$ cat src/design/keyed_lifo_stack_unit_defines.svh
// Assertion macros for the keyed LIFO stack unit.
// Used by the sequencer; expects clk_i and rst_ni in the including module.
`ifndef KEYED_LIFO_STACK_UNIT_DEFINES_SVH
`define KEYED_LIFO_STACK_UNIT_DEFINES_SVH

// Same-cycle implication, checked outside reset.
`define KLS_ASSERT_IMP(lbl, ante, cons, msg) \
  lbl: assert property (@(posedge clk_i) disable iff (!rst_ni) (ante) |-> (cons)) \
    else $error(msg);

// Next-cycle implication, checked outside reset.
`define KLS_ASSERT_NXT(lbl, ante, cons, msg) \
  lbl: assert property (@(posedge clk_i) disable iff (!rst_ni) (ante) |=> (cons)) \
    else $error(msg);

`endif

$ cat src/design/kls_pkg.sv
// Shared types and constants for the keyed LIFO stack unit.
// No dependencies.
`default_nettype none

package kls_pkg;

  localparam int DEPTH_DEF    = 8;
  localparam int KEY_BITS_DEF = 32;

  localparam int OP_W      = 3;
  localparam int CAR_KEY_W = 32;
  localparam int STATUS_W  = 2;
  localparam int POS_W     = 3;
  localparam int OCC_W     = 4;

  typedef enum logic [OP_W-1:0] {
    OP_PUSH   = 3'd0,
    OP_POP    = 3'd1,
    OP_PEEK   = 3'd2,
    OP_SEARCH = 3'd3,
    OP_REMOVE = 3'd4
  } op_e;

  typedef enum logic [STATUS_W-1:0] {
    STAT_OK       = 2'd0,
    STAT_FULL     = 2'd1,
    STAT_EMPTY    = 2'd2,
    STAT_NOTFOUND = 2'd3
  } status_e;

  typedef enum logic [2:0] {
    ST_IDLE,
    ST_DISPATCH,
    ST_RD_TOP,
    ST_SCAN_UP,
    ST_SCAN_DN,
    ST_SHIFT,
    ST_DONE
  } state_e;

  typedef struct packed {
    logic wr_en;
    logic rd_en;
  } mem_ctl_t;

  typedef struct packed {
    status_e              status;
    logic [CAR_KEY_W-1:0] key_out;
    logic [POS_W-1:0]     position;
    logic [OCC_W-1:0]     occupancy;
  } res_t;

endpackage

`default_nettype wire

$ cat src/design/kls_store.sv
// Entry store of the keyed LIFO stack: one write port, one registered read port.
// Depends on kls_pkg.
`default_nettype none

module kls_store
  import kls_pkg::*;
#(
  parameter int DEPTH    = DEPTH_DEF,
  parameter int KEY_BITS = KEY_BITS_DEF,
  localparam int IW      = (DEPTH > 1) ? $clog2(DEPTH) : 1
) (
  input  wire logic                clk_i,
  input  wire mem_ctl_t            ctl_i,
  input  wire logic [IW-1:0]       wr_addr_i,
  input  wire logic [KEY_BITS-1:0] wr_data_i,
  input  wire logic [IW-1:0]       rd_addr_i,
  output logic      [KEY_BITS-1:0] rd_data_o
);

  logic [KEY_BITS-1:0] mem_q [DEPTH];
  logic [KEY_BITS-1:0] rd_data_q;

  always_ff @(posedge clk_i) begin
    if (ctl_i.wr_en) begin
      mem_q[wr_addr_i] <= wr_data_i;
    end
  end

  always_ff @(posedge clk_i) begin
    if (ctl_i.rd_en) begin
      rd_data_q <= mem_q[rd_addr_i];
    end
  end

  assign rd_data_o = rd_data_q;

endmodule

`default_nettype wire

$ cat src/design/kls_seq.sv
// Sequencer of the keyed LIFO stack: walks the store one entry per cycle
// through a single key comparator. Depends on kls_pkg and the defines header.
`default_nettype none
`include "keyed_lifo_stack_unit_defines.svh"

module kls_seq
  import kls_pkg::*;
#(
  parameter int DEPTH    = DEPTH_DEF,
  parameter int KEY_BITS = KEY_BITS_DEF,
  localparam int IW      = (DEPTH > 1) ? $clog2(DEPTH) : 1,
  localparam int FW      = $clog2(DEPTH + 1)
) (
  input  wire logic                 clk_i,
  input  wire logic                 rst_ni,
  input  wire logic                 in_valid_i,
  output logic                      in_ready_o,
  input  wire logic [OP_W-1:0]      operation_i,
  input  wire logic [CAR_KEY_W-1:0] car_key_i,
  output logic                      res_valid_o,
  input  wire logic                 res_ready_i,
  output res_t                      res_o,
  output mem_ctl_t                  mem_ctl_o,
  output logic      [IW-1:0]        wr_addr_o,
  output logic      [KEY_BITS-1:0]  wr_data_o,
  output logic      [IW-1:0]        rd_addr_o,
  input  wire logic [KEY_BITS-1:0]  rd_data_i
);

  state_e               state_q, state_d;
  op_e                  op_q, op_d;
  logic [KEY_BITS-1:0]  key_q, key_d;
  logic [FW-1:0]        fill_q, fill_d;
  logic [IW-1:0]        idx_q, idx_d;
  status_e              status_q, status_d;
  logic [CAR_KEY_W-1:0] kout_q, kout_d;
  logic [POS_W-1:0]     pos_q, pos_d;

  logic hit;
  logic at_top;
  logic shift_last;

  // The single comparator every scan step goes through.
  assign hit        = (rd_data_i == key_q);
  assign at_top     = ((FW'(idx_q) + FW'(1)) == fill_q);
  assign shift_last = ((FW'(idx_q) + FW'(2)) == fill_q);

  always_comb begin
    state_d = state_q;
    case (state_q)
      ST_IDLE: begin
        if (in_valid_i) state_d = ST_DISPATCH;
      end
      ST_DISPATCH: begin
        case (op_q)
          OP_POP, OP_PEEK: state_d = (fill_q == '0) ? ST_DONE : ST_RD_TOP;
          OP_SEARCH:       state_d = (fill_q == '0) ? ST_DONE : ST_SCAN_UP;
          OP_REMOVE:       state_d = (fill_q == '0) ? ST_DONE : ST_SCAN_DN;
          default:         state_d = ST_DONE;
        endcase
      end
      ST_RD_TOP: state_d = ST_DONE;
      ST_SCAN_UP: begin
        if (hit || at_top) state_d = ST_DONE;
      end
      ST_SCAN_DN: begin
        if (hit) begin
          state_d = at_top ? ST_DONE : ST_SHIFT;
        end else if (idx_q == '0) begin
          state_d = ST_DONE;
        end
      end
      ST_SHIFT: begin
        if (shift_last) state_d = ST_DONE;
      end
      ST_DONE: begin
        if (res_ready_i) state_d = ST_IDLE;
      end
      default: state_d = ST_IDLE;
    endcase
  end

  always_comb begin
    op_d      = op_q;
    key_d     = key_q;
    fill_d    = fill_q;
    idx_d     = idx_q;
    status_d  = status_q;
    kout_d    = kout_q;
    pos_d     = pos_q;
    mem_ctl_o = '0;
    wr_addr_o = idx_q;
    wr_data_o = key_q;
    rd_addr_o = idx_q;
    case (state_q)
      ST_IDLE: begin
        if (in_valid_i) begin
          op_d     = op_e'(operation_i);
          key_d    = KEY_BITS'(car_key_i);
          status_d = STAT_OK;
          kout_d   = '0;
          pos_d    = '0;
        end
      end
      ST_DISPATCH: begin
        case (op_q)
          OP_PUSH: begin
            if (fill_q == FW'(DEPTH)) begin
              status_d = STAT_FULL;
            end else begin
              mem_ctl_o.wr_en = 1'b1;
              wr_addr_o       = IW'(fill_q);
              fill_d          = fill_q + FW'(1);
            end
          end
          OP_POP, OP_PEEK: begin
            if (fill_q == '0) begin
              status_d = STAT_EMPTY;
            end else begin
              mem_ctl_o.rd_en = 1'b1;
              rd_addr_o       = IW'(fill_q - FW'(1));
            end
          end
          OP_SEARCH: begin
            if (fill_q == '0) begin
              status_d = STAT_NOTFOUND;
            end else begin
              mem_ctl_o.rd_en = 1'b1;
              rd_addr_o       = '0;
              idx_d           = '0;
            end
          end
          OP_REMOVE: begin
            if (fill_q == '0) begin
              status_d = STAT_EMPTY;
            end else begin
              mem_ctl_o.rd_en = 1'b1;
              rd_addr_o       = IW'(fill_q - FW'(1));
              idx_d           = IW'(fill_q - FW'(1));
            end
          end
          default: ;
        endcase
      end
      ST_RD_TOP: begin
        kout_d = CAR_KEY_W'(rd_data_i);
        if (op_q == OP_POP) fill_d = fill_q - FW'(1);
      end
      ST_SCAN_UP: begin
        if (hit) begin
          pos_d = POS_W'(idx_q);
        end else if (at_top) begin
          status_d = STAT_NOTFOUND;
        end else begin
          mem_ctl_o.rd_en = 1'b1;
          rd_addr_o       = IW'(idx_q + 1'b1);
          idx_d           = IW'(idx_q + 1'b1);
        end
      end
      ST_SCAN_DN: begin
        if (hit) begin
          if (at_top) begin
            fill_d = fill_q - FW'(1);
          end else begin
            // Fetch the entry above the match; it moves down next cycle.
            mem_ctl_o.rd_en = 1'b1;
            rd_addr_o       = IW'(idx_q + 1'b1);
          end
        end else if (idx_q == '0) begin
          status_d = STAT_NOTFOUND;
        end else begin
          mem_ctl_o.rd_en = 1'b1;
          rd_addr_o       = IW'(idx_q - 1'b1);
          idx_d           = IW'(idx_q - 1'b1);
        end
      end
      ST_SHIFT: begin
        mem_ctl_o.wr_en = 1'b1;
        wr_addr_o       = idx_q;
        wr_data_o       = rd_data_i;
        if (shift_last) begin
          fill_d = fill_q - FW'(1);
        end else begin
          mem_ctl_o.rd_en = 1'b1;
          rd_addr_o       = IW'(FW'(idx_q) + FW'(2));
          idx_d           = IW'(idx_q + 1'b1);
        end
      end
      default: ;
    endcase
  end

  always_ff @(posedge clk_i or negedge rst_ni) begin
    if (!rst_ni) begin
      state_q <= ST_IDLE;
      fill_q  <= '0;
    end else begin
      state_q <= state_d;
      fill_q  <= fill_d;
    end
  end

  always_ff @(posedge clk_i) begin
    op_q     <= op_d;
    key_q    <= key_d;
    idx_q    <= idx_d;
    status_q <= status_d;
    kout_q   <= kout_d;
    pos_q    <= pos_d;
  end

  assign in_ready_o      = (state_q == ST_IDLE);
  assign res_valid_o     = (state_q == ST_DONE);
  assign res_o.status    = status_q;
  assign res_o.key_out   = kout_q;
  assign res_o.position  = pos_q;
  assign res_o.occupancy = OCC_W'(fill_q);

  `KLS_ASSERT_IMP(a_fill_bound, 1'b1, fill_q <= FW'(DEPTH), "fill exceeds depth")
  `KLS_ASSERT_IMP(a_scan_in_range, (state_q == ST_SCAN_UP) || (state_q == ST_SCAN_DN) || (state_q == ST_SHIFT), FW'(idx_q) < fill_q, "scan index beyond fill")
  `KLS_ASSERT_NXT(a_idle_fill_stable, state_q == ST_IDLE, fill_q == $past(fill_q), "fill moved while idle")
  `KLS_ASSERT_NXT(a_accept_starts, in_valid_i && in_ready_o, state_q == ST_DISPATCH, "accepted word not dispatched")

endmodule

`default_nettype wire

$ cat src/design/keyed_lifo_stack_unit.sv
// Top level of the keyed LIFO stack unit: sequencer, entry store, output register.
// Depends on kls_pkg, kls_store and kls_seq.
//
//   channel | direction | handshake             | payload
//   in      | input     | in_valid_i/in_ready_o | operation_i, car_key_i
//   out     | output    | out_valid_o/out_ready_i | status_o, key_out_o, position_o, occupancy_o
//
// One word is processed at a time; in_ready_o is high only when the sequencer is idle.
// Push, unused codes and requests on an empty stack go from dispatch straight to the result;
// pop and peek read the top entry; search scans up, remove scans down and shifts the rest down,
// limited by the single comparator and the one read port of the store, stepped one entry per cycle.
// Reset clears the fill count and control state; the entries need no clearing pass.
// A stalled output holds its word while the next request is taken and worked on.
`default_nettype none

module keyed_lifo_stack_unit
  import kls_pkg::*;
#(
  parameter int DEPTH    = DEPTH_DEF,
  parameter int KEY_BITS = KEY_BITS_DEF
) (
  input  wire logic                 clk_i,
  input  wire logic                 rst_ni,
  input  wire logic                 in_valid_i,
  output logic                      in_ready_o,
  input  wire logic [OP_W-1:0]      operation_i,
  input  wire logic [CAR_KEY_W-1:0] car_key_i,
  output logic                      out_valid_o,
  input  wire logic                 out_ready_i,
  output logic      [STATUS_W-1:0]  status_o,
  output logic      [CAR_KEY_W-1:0] key_out_o,
  output logic      [POS_W-1:0]     position_o,
  output logic      [OCC_W-1:0]     occupancy_o
);

  localparam int IW = (DEPTH > 1) ? $clog2(DEPTH) : 1;

  mem_ctl_t            mem_ctl;
  logic [IW-1:0]       wr_addr;
  logic [KEY_BITS-1:0] wr_data;
  logic [IW-1:0]       rd_addr;
  logic [KEY_BITS-1:0] rd_data;
  logic                res_valid;
  logic                res_ready;
  res_t                res;

  res_t out_q, out_d;
  logic out_valid_q, out_valid_d;

  kls_seq #(
    .DEPTH    (DEPTH),
    .KEY_BITS (KEY_BITS)
  ) u_seq (
    .clk_i       (clk_i),
    .rst_ni      (rst_ni),
    .in_valid_i  (in_valid_i),
    .in_ready_o  (in_ready_o),
    .operation_i (operation_i),
    .car_key_i   (car_key_i),
    .res_valid_o (res_valid),
    .res_ready_i (res_ready),
    .res_o       (res),
    .mem_ctl_o   (mem_ctl),
    .wr_addr_o   (wr_addr),
    .wr_data_o   (wr_data),
    .rd_addr_o   (rd_addr),
    .rd_data_i   (rd_data)
  );

  kls_store #(
    .DEPTH    (DEPTH),
    .KEY_BITS (KEY_BITS)
  ) u_store (
    .clk_i     (clk_i),
    .ctl_i     (mem_ctl),
    .wr_addr_i (wr_addr),
    .wr_data_i (wr_data),
    .rd_addr_i (rd_addr),
    .rd_data_o (rd_data)
  );

  // The output register takes a new word when it is empty or being drained.
  assign res_ready = !out_valid_q || out_ready_i;

  always_comb begin
    out_d       = out_q;
    out_valid_d = out_valid_q;
    if (res_valid && res_ready) begin
      out_d       = res;
      out_valid_d = 1'b1;
    end else if (out_ready_i) begin
      out_valid_d = 1'b0;
    end
  end

  always_ff @(posedge clk_i or negedge rst_ni) begin
    if (!rst_ni) begin
      out_valid_q <= 1'b0;
    end else begin
      out_valid_q <= out_valid_d;
    end
  end

  always_ff @(posedge clk_i) begin
    out_q <= out_d;
  end

  assign out_valid_o = out_valid_q;
  assign status_o    = out_q.status;
  assign key_out_o   = out_q.key_out;
  assign position_o  = out_q.position;
  assign occupancy_o = out_q.occupancy;

endmodule

`default_nettype wire

$ cat config.mk
export PLATFORM = sky130hd
export DESIGN_NAME = keyed_lifo_stack_unit
export DESIGN_NICKNAME = d
export VERILOG_FILES = /design/src/design/kls_pkg.sv /design/src/design/kls_store.sv /design/src/design/kls_seq.sv /design/src/design/keyed_lifo_stack_unit.sv
export VERILOG_INCLUDE_DIRS = /design/src /design/src/design
export SDC_FILE = /design/constraint.sdc
export NUM_CORES = 1
export LEC_CHECK = 0
export BUFFER_PORTS_ARGS = -buffer_cell sky130_fd_sc_hd__buf_2
export CAP_MARGIN = 30
export CORE_MARGIN = 2
export CORE_UTILIZATION = 60
export CTS_CLUSTER_SIZE = 25
export DETAILED_ROUTE_END_ITERATION = 10
export PLACE_DENSITY = 0.76
export SETUP_SLACK_MARGIN = 0.02
export SLEW_MARGIN = 15
export SYNTH_ARGS = -nofsm -noshare
export SYNTH_HDL_FRONTEND = slang
export SYNTH_SLANG_ARGS = --single-unit
export TNS_END_PERCENT = 100
$ cat constraint.sdc
create_clock -name clk_i -period 7.2 [get_ports clk_i]
set_input_delay 0.36 -clock clk_i [delete_from_list [all_inputs] [get_ports clk_i]]
set_output_delay 0.36 -clock clk_i [all_outputs]
set_load 0.01 [all_outputs]
# Yosys cells after proc, flatten, opt, wreduce, memory -nomap -nowiden
# Memories as Yosys holds them, arrays and structs flattened. A register that Yosys moved wholly into a read port is not among the register bits.
# Index checks and enable logic that the tools add are counted.
dict set report word_totals {
  ff_bits 124
  ramBits 256
  in_bits 39
  mem_count 1
}
dict set report op_classes {
  addsub 6
  n_eq_ne 35
  muxes 66
  n_reduce_logical 24
}
# name words word_bits read_ports rd_clocked_by_memory_dff wr line_no
set mem_list {}
lappend mem_list {u_store.mem_q 8 32 1 1 1 kls_store.sv:20} ;# logic [KEY_BITS-1:0] mem_q [DEPTH];
# cell n
set op_table {}
lappend op_table {{3-bit two-way mux} 22}
lappend op_table {{32-bit two-way mux} 2}
lappend op_table {{32-bit one-hot mux with 2 select lines} 1}
lappend op_table {{32-bit equality test} 1}
lappend op_table {{4-bit two-way mux} 6}
lappend op_table {{3-bit one-hot mux with 4 select lines} 2}
lappend op_table {{3-bit one-hot mux with 7 select lines} 1}
lappend op_table {{2-bit two-way mux} 10}
lappend op_table {{2-bit by 1-bit != test with 1-bit output, second input constant} 9}
lappend op_table {{3-bit one-hot mux with 2 select lines} 3}
lappend op_table {{4-bit one-hot mux with 4 select lines} 1}
lappend op_table {{1-bit two-way mux} 13}
lappend op_table {{3-bit by 2-bit equality test with 1-bit output, second input constant} 4}
lappend op_table {{3-bit equality test, second input constant} 4}
lappend op_table {{2-bit != test, second input constant} 6}
lappend op_table {{4-bit nonzero test} 3}
lappend op_table {{10-bit AND reduction} 1}
lappend op_table {{3-bit zero test} 3}
lappend op_table {{3-bit by 2-bit != test with 1-bit output, second input constant} 3}
lappend op_table {{3-bit one-hot mux with 3 select lines} 1}
lappend op_table {{4-bit equality test} 2}
lappend op_table {{2-bit one-hot mux with 4 select lines} 1}
lappend op_table {{7-bit AND reduction} 1}
lappend op_table {{3-bit by 1-bit equality test with 1-bit output, second input constant} 2}
lappend op_table {{other kinds (25)} 29}

# Depth between registers and ports, before layout
dict set report depth {
  word_depth 6
  ltp_mapped 15
}

# By module
# Synthesis repeated with hierarchy kept, for this count alone.
dict set report unflattened {
  cells_unflattened 895
  hier_area_um2 16935.0
}
# mod n_inst cells_per_inst area_per_inst_um2 seq_area_each_um2
set modules_own_cells {}
lappend modules_own_cells {kls_store 1 415 10786.6 8648.3}
lappend modules_own_cells {kls_seq 1 435 4863.4 2427.3}
lappend modules_own_cells {keyed_lifo_stack_unit 1 45 1285.0 1256.2}

# Worst setup path after synthesis
# No wires, ideal clock.
dict set report synth_timing {
  path_kind {reg-to-reg}
  start {reg u_seq.op_q[2]}
  end {mem u_store.mem_q[3][0] (netlist bit) (enable)}
  setup_time_ns 0.468
  arrival_ns 4.165
  required_ns 6.732
  slack_ns 2.567
  path_stages_with_launch 7
  path_buffers 1
  cell_sequence {edfxtp_1 > clkbuf_1 > or3_1 > a31oi_1 > nand2_1 > mux2i_1 > nor3b_1}
}
dict set report synth_via {
  elab_chain_len 5
}
# item line_no
set synth_lines {}
lappend synth_lines {{start: declaration} kls_seq.sv:31} ;# op_e op_q, op_d;
lappend synth_lines {{start signal: assignment} kls_seq.sv:204} ;# op_q <= op_d;
lappend synth_lines {{3-bit zero test *} kls_seq.sv:106} ;# case (op_q)
lappend synth_lines {{1-bit two-way mux} kls_seq.sv:106}
lappend synth_lines {{1-bit one-hot mux with 2 select lines} kls_seq.sv:95} ;# case (state_q)
lappend synth_lines {{1-bit two-way mux} kls_store.sv:24} ;# if (ctl_i.wr_en) begin
lappend synth_lines {{1-bit two-way mux (implied by the code)} kls_store.sv:25} ;# mem_q[wr_addr_i] <= wr_data_i;
lappend synth_lines {{end: declaration} kls_store.sv:20}
# Every way passes the cells marked *; elsewhere a longest branch is shown, timed or not.

# Worst setup path in the final report
dict set report layout_timing {
  start {reg u_seq.idx_q[1]}
  end {reg u_store.rd_data_q[23] (netlist: u_store.rd_data_o[23]), read port of u_store.mem_q (data pin)}
}
dict set report layout_via {
  elab_chain_len 5
}
# item line_no
set layout_lines {}
lappend layout_lines {{start: declaration} kls_seq.sv:34} ;# logic [IW-1:0] idx_q, idx_d;
lappend layout_lines {{start signal: assignment} kls_seq.sv:206} ;# idx_q <= idx_d;
lappend layout_lines {{3-bit by 1-bit adder with 4-bit output} kls_seq.sv:45} ;# assign at_top = ((FW'(idx_q) + FW'(1)) == fill_q);
lappend layout_lines {{4-bit equality test} kls_seq.sv:45}
lappend layout_lines {{3-bit two-way mux / 1-bit two-way mux (equally long branches)} {kls_seq.sv:152, kls_seq.sv:162}}
lappend layout_lines {{3-bit two-way mux, or another cell as far along} kls_seq.sv:161} ;# if (hit) begin
lappend layout_lines {{3-bit one-hot mux with 4 select lines / 1-bit one-hot mux with 4 select lines (equally long branches)} kls_seq.sv:95}
lappend layout_lines {{end: declaration} kls_store.sv:21} ;# logic [KEY_BITS-1:0] rd_data_q;
# Parallel ways exist; a longest one is shown, timed or not.
# A chain may end at the register's enable or synchronous reset.

==> summary.md <==
The worst setup path is launched from a register. By count the netlist is led by 404 x sky130_fd_sc_hd__edfxtp_1, 89 x sky130_fd_sc_hd__mux2_2, 58 x sky130_fd_sc_hd__nor2_1. Hold timing on the final database bottoms out at a slack of 0.0177 ns.

The number of clock buffers added by TritonCTS is 41. Relative to the synthesized area, the layout overhead comes to 13.8%. Count of state elements after synthesis: 412. The logs give 0.0106 ns for the final setup skew and 0 for the initial antenna violation count. For the buffer depth of the longest clock path, the log shows 3. The total negative slack for setup checks came out at 0 ns. STA puts the critical path data required time at 7.54 ns.

Number of global-route vias before repair: 9,385. The run gives 0.718 as the sequential-to-total area share from yosys stat. Class of the worst hold path: input pin to register. The kind of critical path is register to register. The tools report the number of pins with negative max-slew slack in the final report as 0.

The run gives 118 as the pin count of the biggest net entering global routing. The clock tree synthesis step divided the H-tree into 2 levels. sky130_fd_sc_hd__edfxtp_1 takes more of the synthesized area than any other cell. TritonCTS built the clock tree. Met2 track demand over resource in global routing: 0.409. For this run the aggregate overflow at the end of global routing stands at 0.

Filler cell count in the final layout: 1,801. The tools report the internal power as 6.02 mW. Clock latency at the later pin of the worst-skew pair: 0.53 ns. Worst path arrival time: 4.88 ns. The kind of cell adding the most delay to the critical path is compound AO/OA/AOI/OAI gates.

The total routing resource utilization after global routing came out at 0.247. Max-cap violations in this run came to 0. The remaining antenna violation count after routing came out at 0.

The die area came out at 30,000 µm². In the routed design, unresolved DRC markers number 0. Setup repair after global routing left no endpoint under its margin. By area the synthesized netlist is led by sky130_fd_sc_hd__edfxtp_1 71%, sky130_fd_sc_hd__mux2_2 5.8%, sky130_fd_sc_hd__mux2_4 2.8%. The run gives 412 as the number of sinks driven by the clock tree. By instance count, the leading cell after synthesis is sky130_fd_sc_hd__edfxtp_1. The number of buffers and inverters on the critical path is 2. The share of the synthesized area in the top cell type works out to 0.706.

The tools report the final-report hold violation count as 0. Vertical die dimension: 173 µm. The number of antenna diodes in the final layout is 0.

The final layout contains 1,179 nets. On the worst path, the slowest cell contributes a delay of 0.56 ns. The detailed-router iteration count before antenna repair came out at 5.

Main flop type after synthesis: sky130_fd_sc_hd__edfxtp_1. Port buffering added 81 buffers. The multi-input combinational cells in the finished layout cover a total of 4570 µm². The die is 173 µm wide. The logs give 28,000 µm² for the area of the placeable core and 0.343 for the met1 layer usage reported by global route. The ratio of total power to cell area is 471 nW/µm², and the maximum vdd drop is 0.000450 V.

The wire length of the first global-routing pass was 56,000 µm; the final worst-path cycle share was 0.630. The cell area that synthesis handed to floorplanning was 17,200 µm². The async set-reset flop share out of synthesis works out to 0.0194.

The number of enable flip-flop cells after synthesis is 404. In this run the clock root is driven by a sky130_fd_sc_hd__clkbuf_16. At the end of routability-driven placement, the weighted congestion stood at 0.874. The run gives 82 as the top-level port count.

The critical-path maximum fanout was 23; the share of layout cells above drive strength 1 was 0.271. Summed over all cells, the static leakage comes to 6.79 nW. The flow ran to the end, and the final reports show no timing, DRC or antenna violations. STA classifies the critical path endpoint as a register. The number of failing setup endpoints in the final timing report was 0; the clock share of power was 0.221. The combinational power share is 0.386.

met2 is the most crowded layer. The switching share of power was 0.346; the number of nets in the synthesized netlist was 1,061. The routed length per placed instance came out at 24.0 µm. Walking the worst path, the cells encountered are clkinv_1 > ha_1 > xnor2_1 > o211ai_1 > o21ai_1 > nor3_1 > a211o_1 > a31oi_1 > or3_1 > buf_4 > o22ai_2 > a211oi_1. Summed over all layers, the routed wires come to 37,000 µm. For the portion of total power attributed to sequential cells, the log shows 0.393. On the critical path, the stage with the largest delay is an instance of sky130_fd_sc_hd__edfxtp_1. The run gives 0 as the number of gates given a new drive strength after cts. For this block, the via count after detailed routing is 9,295.

Summing all flip-flop and latch instances after layout gives 12,300 µm². After clock tree synthesis, the clock-pin slew on the worst setup and hold paths is 0.06 ns. For this run, the number of Yosys warnings is 0.

In this run the mean area of a mapped cell was 16.9 µm². The run gives 1,015 as the synthesized instance count. The met3 routing resource usage after global routing was 0.0413; the cell area after placement was 18,000 µm². At the pin with the least slew margin, the transition time is 0.962 ns. Based on the critical path, the design can be clocked at up to 0.220 GHz.

The logs give 0.613 for the effective utilization at floorplan and 21,100 µm for the total half-perimeter wirelength after legalization and detailed placement. For this block, the initial DRC count from the detailed router was 1,013. After layout, the minimum clock period comes to 4.54 ns.

The final instance area came out at 19,500 µm². The initialized floorplan defines 61 standard-cell rows. The switching power summed over all nets was 3.18 mW.

The tools report the number of distinct library cells after synthesis as 67. The relative slew slack is 0.355, and the detail-routed via count per cell is 6.03.
-- power by group through the flow --
stage / Clock (mW) / Sequential (mW) / Combinational (mW)
after floorplan: 0 / 3.58 / 2.69
after global placement: 0 / 3.64 / 3.43
after detailed placement: 0 / 3.66 / 3.51
after CTS: 2.06 / 3.61 / 3.54
after global routing: 2.16 / 3.66 / 3.80
final: 2.03 / 3.61 / 3.55
-- final cells by class --
class | instances | share of cell area
Clock buffer | 51 | 0.0555
Clock inverter | 23 | 0.00967
Inverter | 8 | 0.00154
Multi-Input combinational cell | 543 | 0.234
Sequential cell | 412 | 0.631
Tap cell | 378 | 0.0242
Timing Repair Buffer | 127 | 0.0439
-- metrics by stage --
step                      cells  total power [mW]  worst slack [ns]   util
after floorplan            1015              6.28              2.57      -
after global placement     1441              7.07              2.78  0.641
after detailed placement   1442              7.17              2.76  0.642
after CTS                  1539              9.21              2.70  0.696
after global routing       1542              9.62              2.28  0.698
final                      1542              9.19              2.66  0.698
-- routing by layer --
layer | part of all wire | wire length, µm | vias to the layer above
met2 | 0.49 | 18100 | 385
met3 | 0.073 | 2700 | 68
met5 | 0 | 0 | -
li1 | - | - | 4180
met1 | 0.42 | 15400 | 4662
met4 | 0.021 | 779 | 0
-- sequential cells by signal, indices dropped and copies added, names as in the netlist, 4 cells and up --
name	count
key_out_o	32
occupancy_o	4
u_seq.fill_q	4
u_seq.key_q	32
u_seq.kout_q	32
u_store.mem_q	256
u_store.rd_data_o	32
-- worst paths after layout --
path                       slack [ns]                   startpoint  depth (start not counted)                         endpoint
max reg2reg                      2.66     u_seq.idx_q[1]$_DFFE_PP_                         12  u_store.rd_data_o[23]$_DFFE_PP_
max                              2.66     u_seq.idx_q[1]$_DFFE_PP_                         12  u_store.rd_data_o[23]$_DFFE_PP_
min reg2reg                      0.42  u_seq.status_q[0]$_DFFE_PP_                          0            status_o[0]$_DFFE_PP_
min in group asynchronous        0.22                       rst_ni                          2          out_valid_o$_DFFE_PN0P_
max in group asynchronous        6.79                       rst_ni                          2      u_seq.fill_q[3]$_DFFE_PN0P_
min                              0.02                 car_key_i[6]                          1         u_seq.key_q[6]$_DFFE_PP_
-- cell usage in the layout, fill, tap and decap left out, types with 32 or more instances in the layout --
cell type and count:
sky130_fd_sc_hd__a211oi_1 35, sky130_fd_sc_hd__and2_1 35, sky130_fd_sc_hd__buf_2 81, sky130_fd_sc_hd__clkbuf_16 42, sky130_fd_sc_hd__edfxtp_1 404, sky130_fd_sc_hd__mux2_2 89, sky130_fd_sc_hd__mux2_4 32, sky130_fd_sc_hd__mux2i_1 38
sky130_fd_sc_hd__nor2_1 57, sky130_fd_sc_hd__xor2_1 38
-- timing repair --
item / in CTS / in global routing
endpoints found under the hold margin: 30 / 2
hold buffers: 23 / 2
setup buffers: 0 / 0
-- cell families after synthesis --
logic type / share of synthesized area
xor gates and xnor gates: 0.0243
buffers and inverters: 0.0195
muxes: 0.115
AOI/OAI and AO/OA: 0.0614
DFF: 0.718
adders and majority gates: 0.00510
and+or+nand+nor: 0.0568
Note: power is estimated with default switching activity, not from simulation.
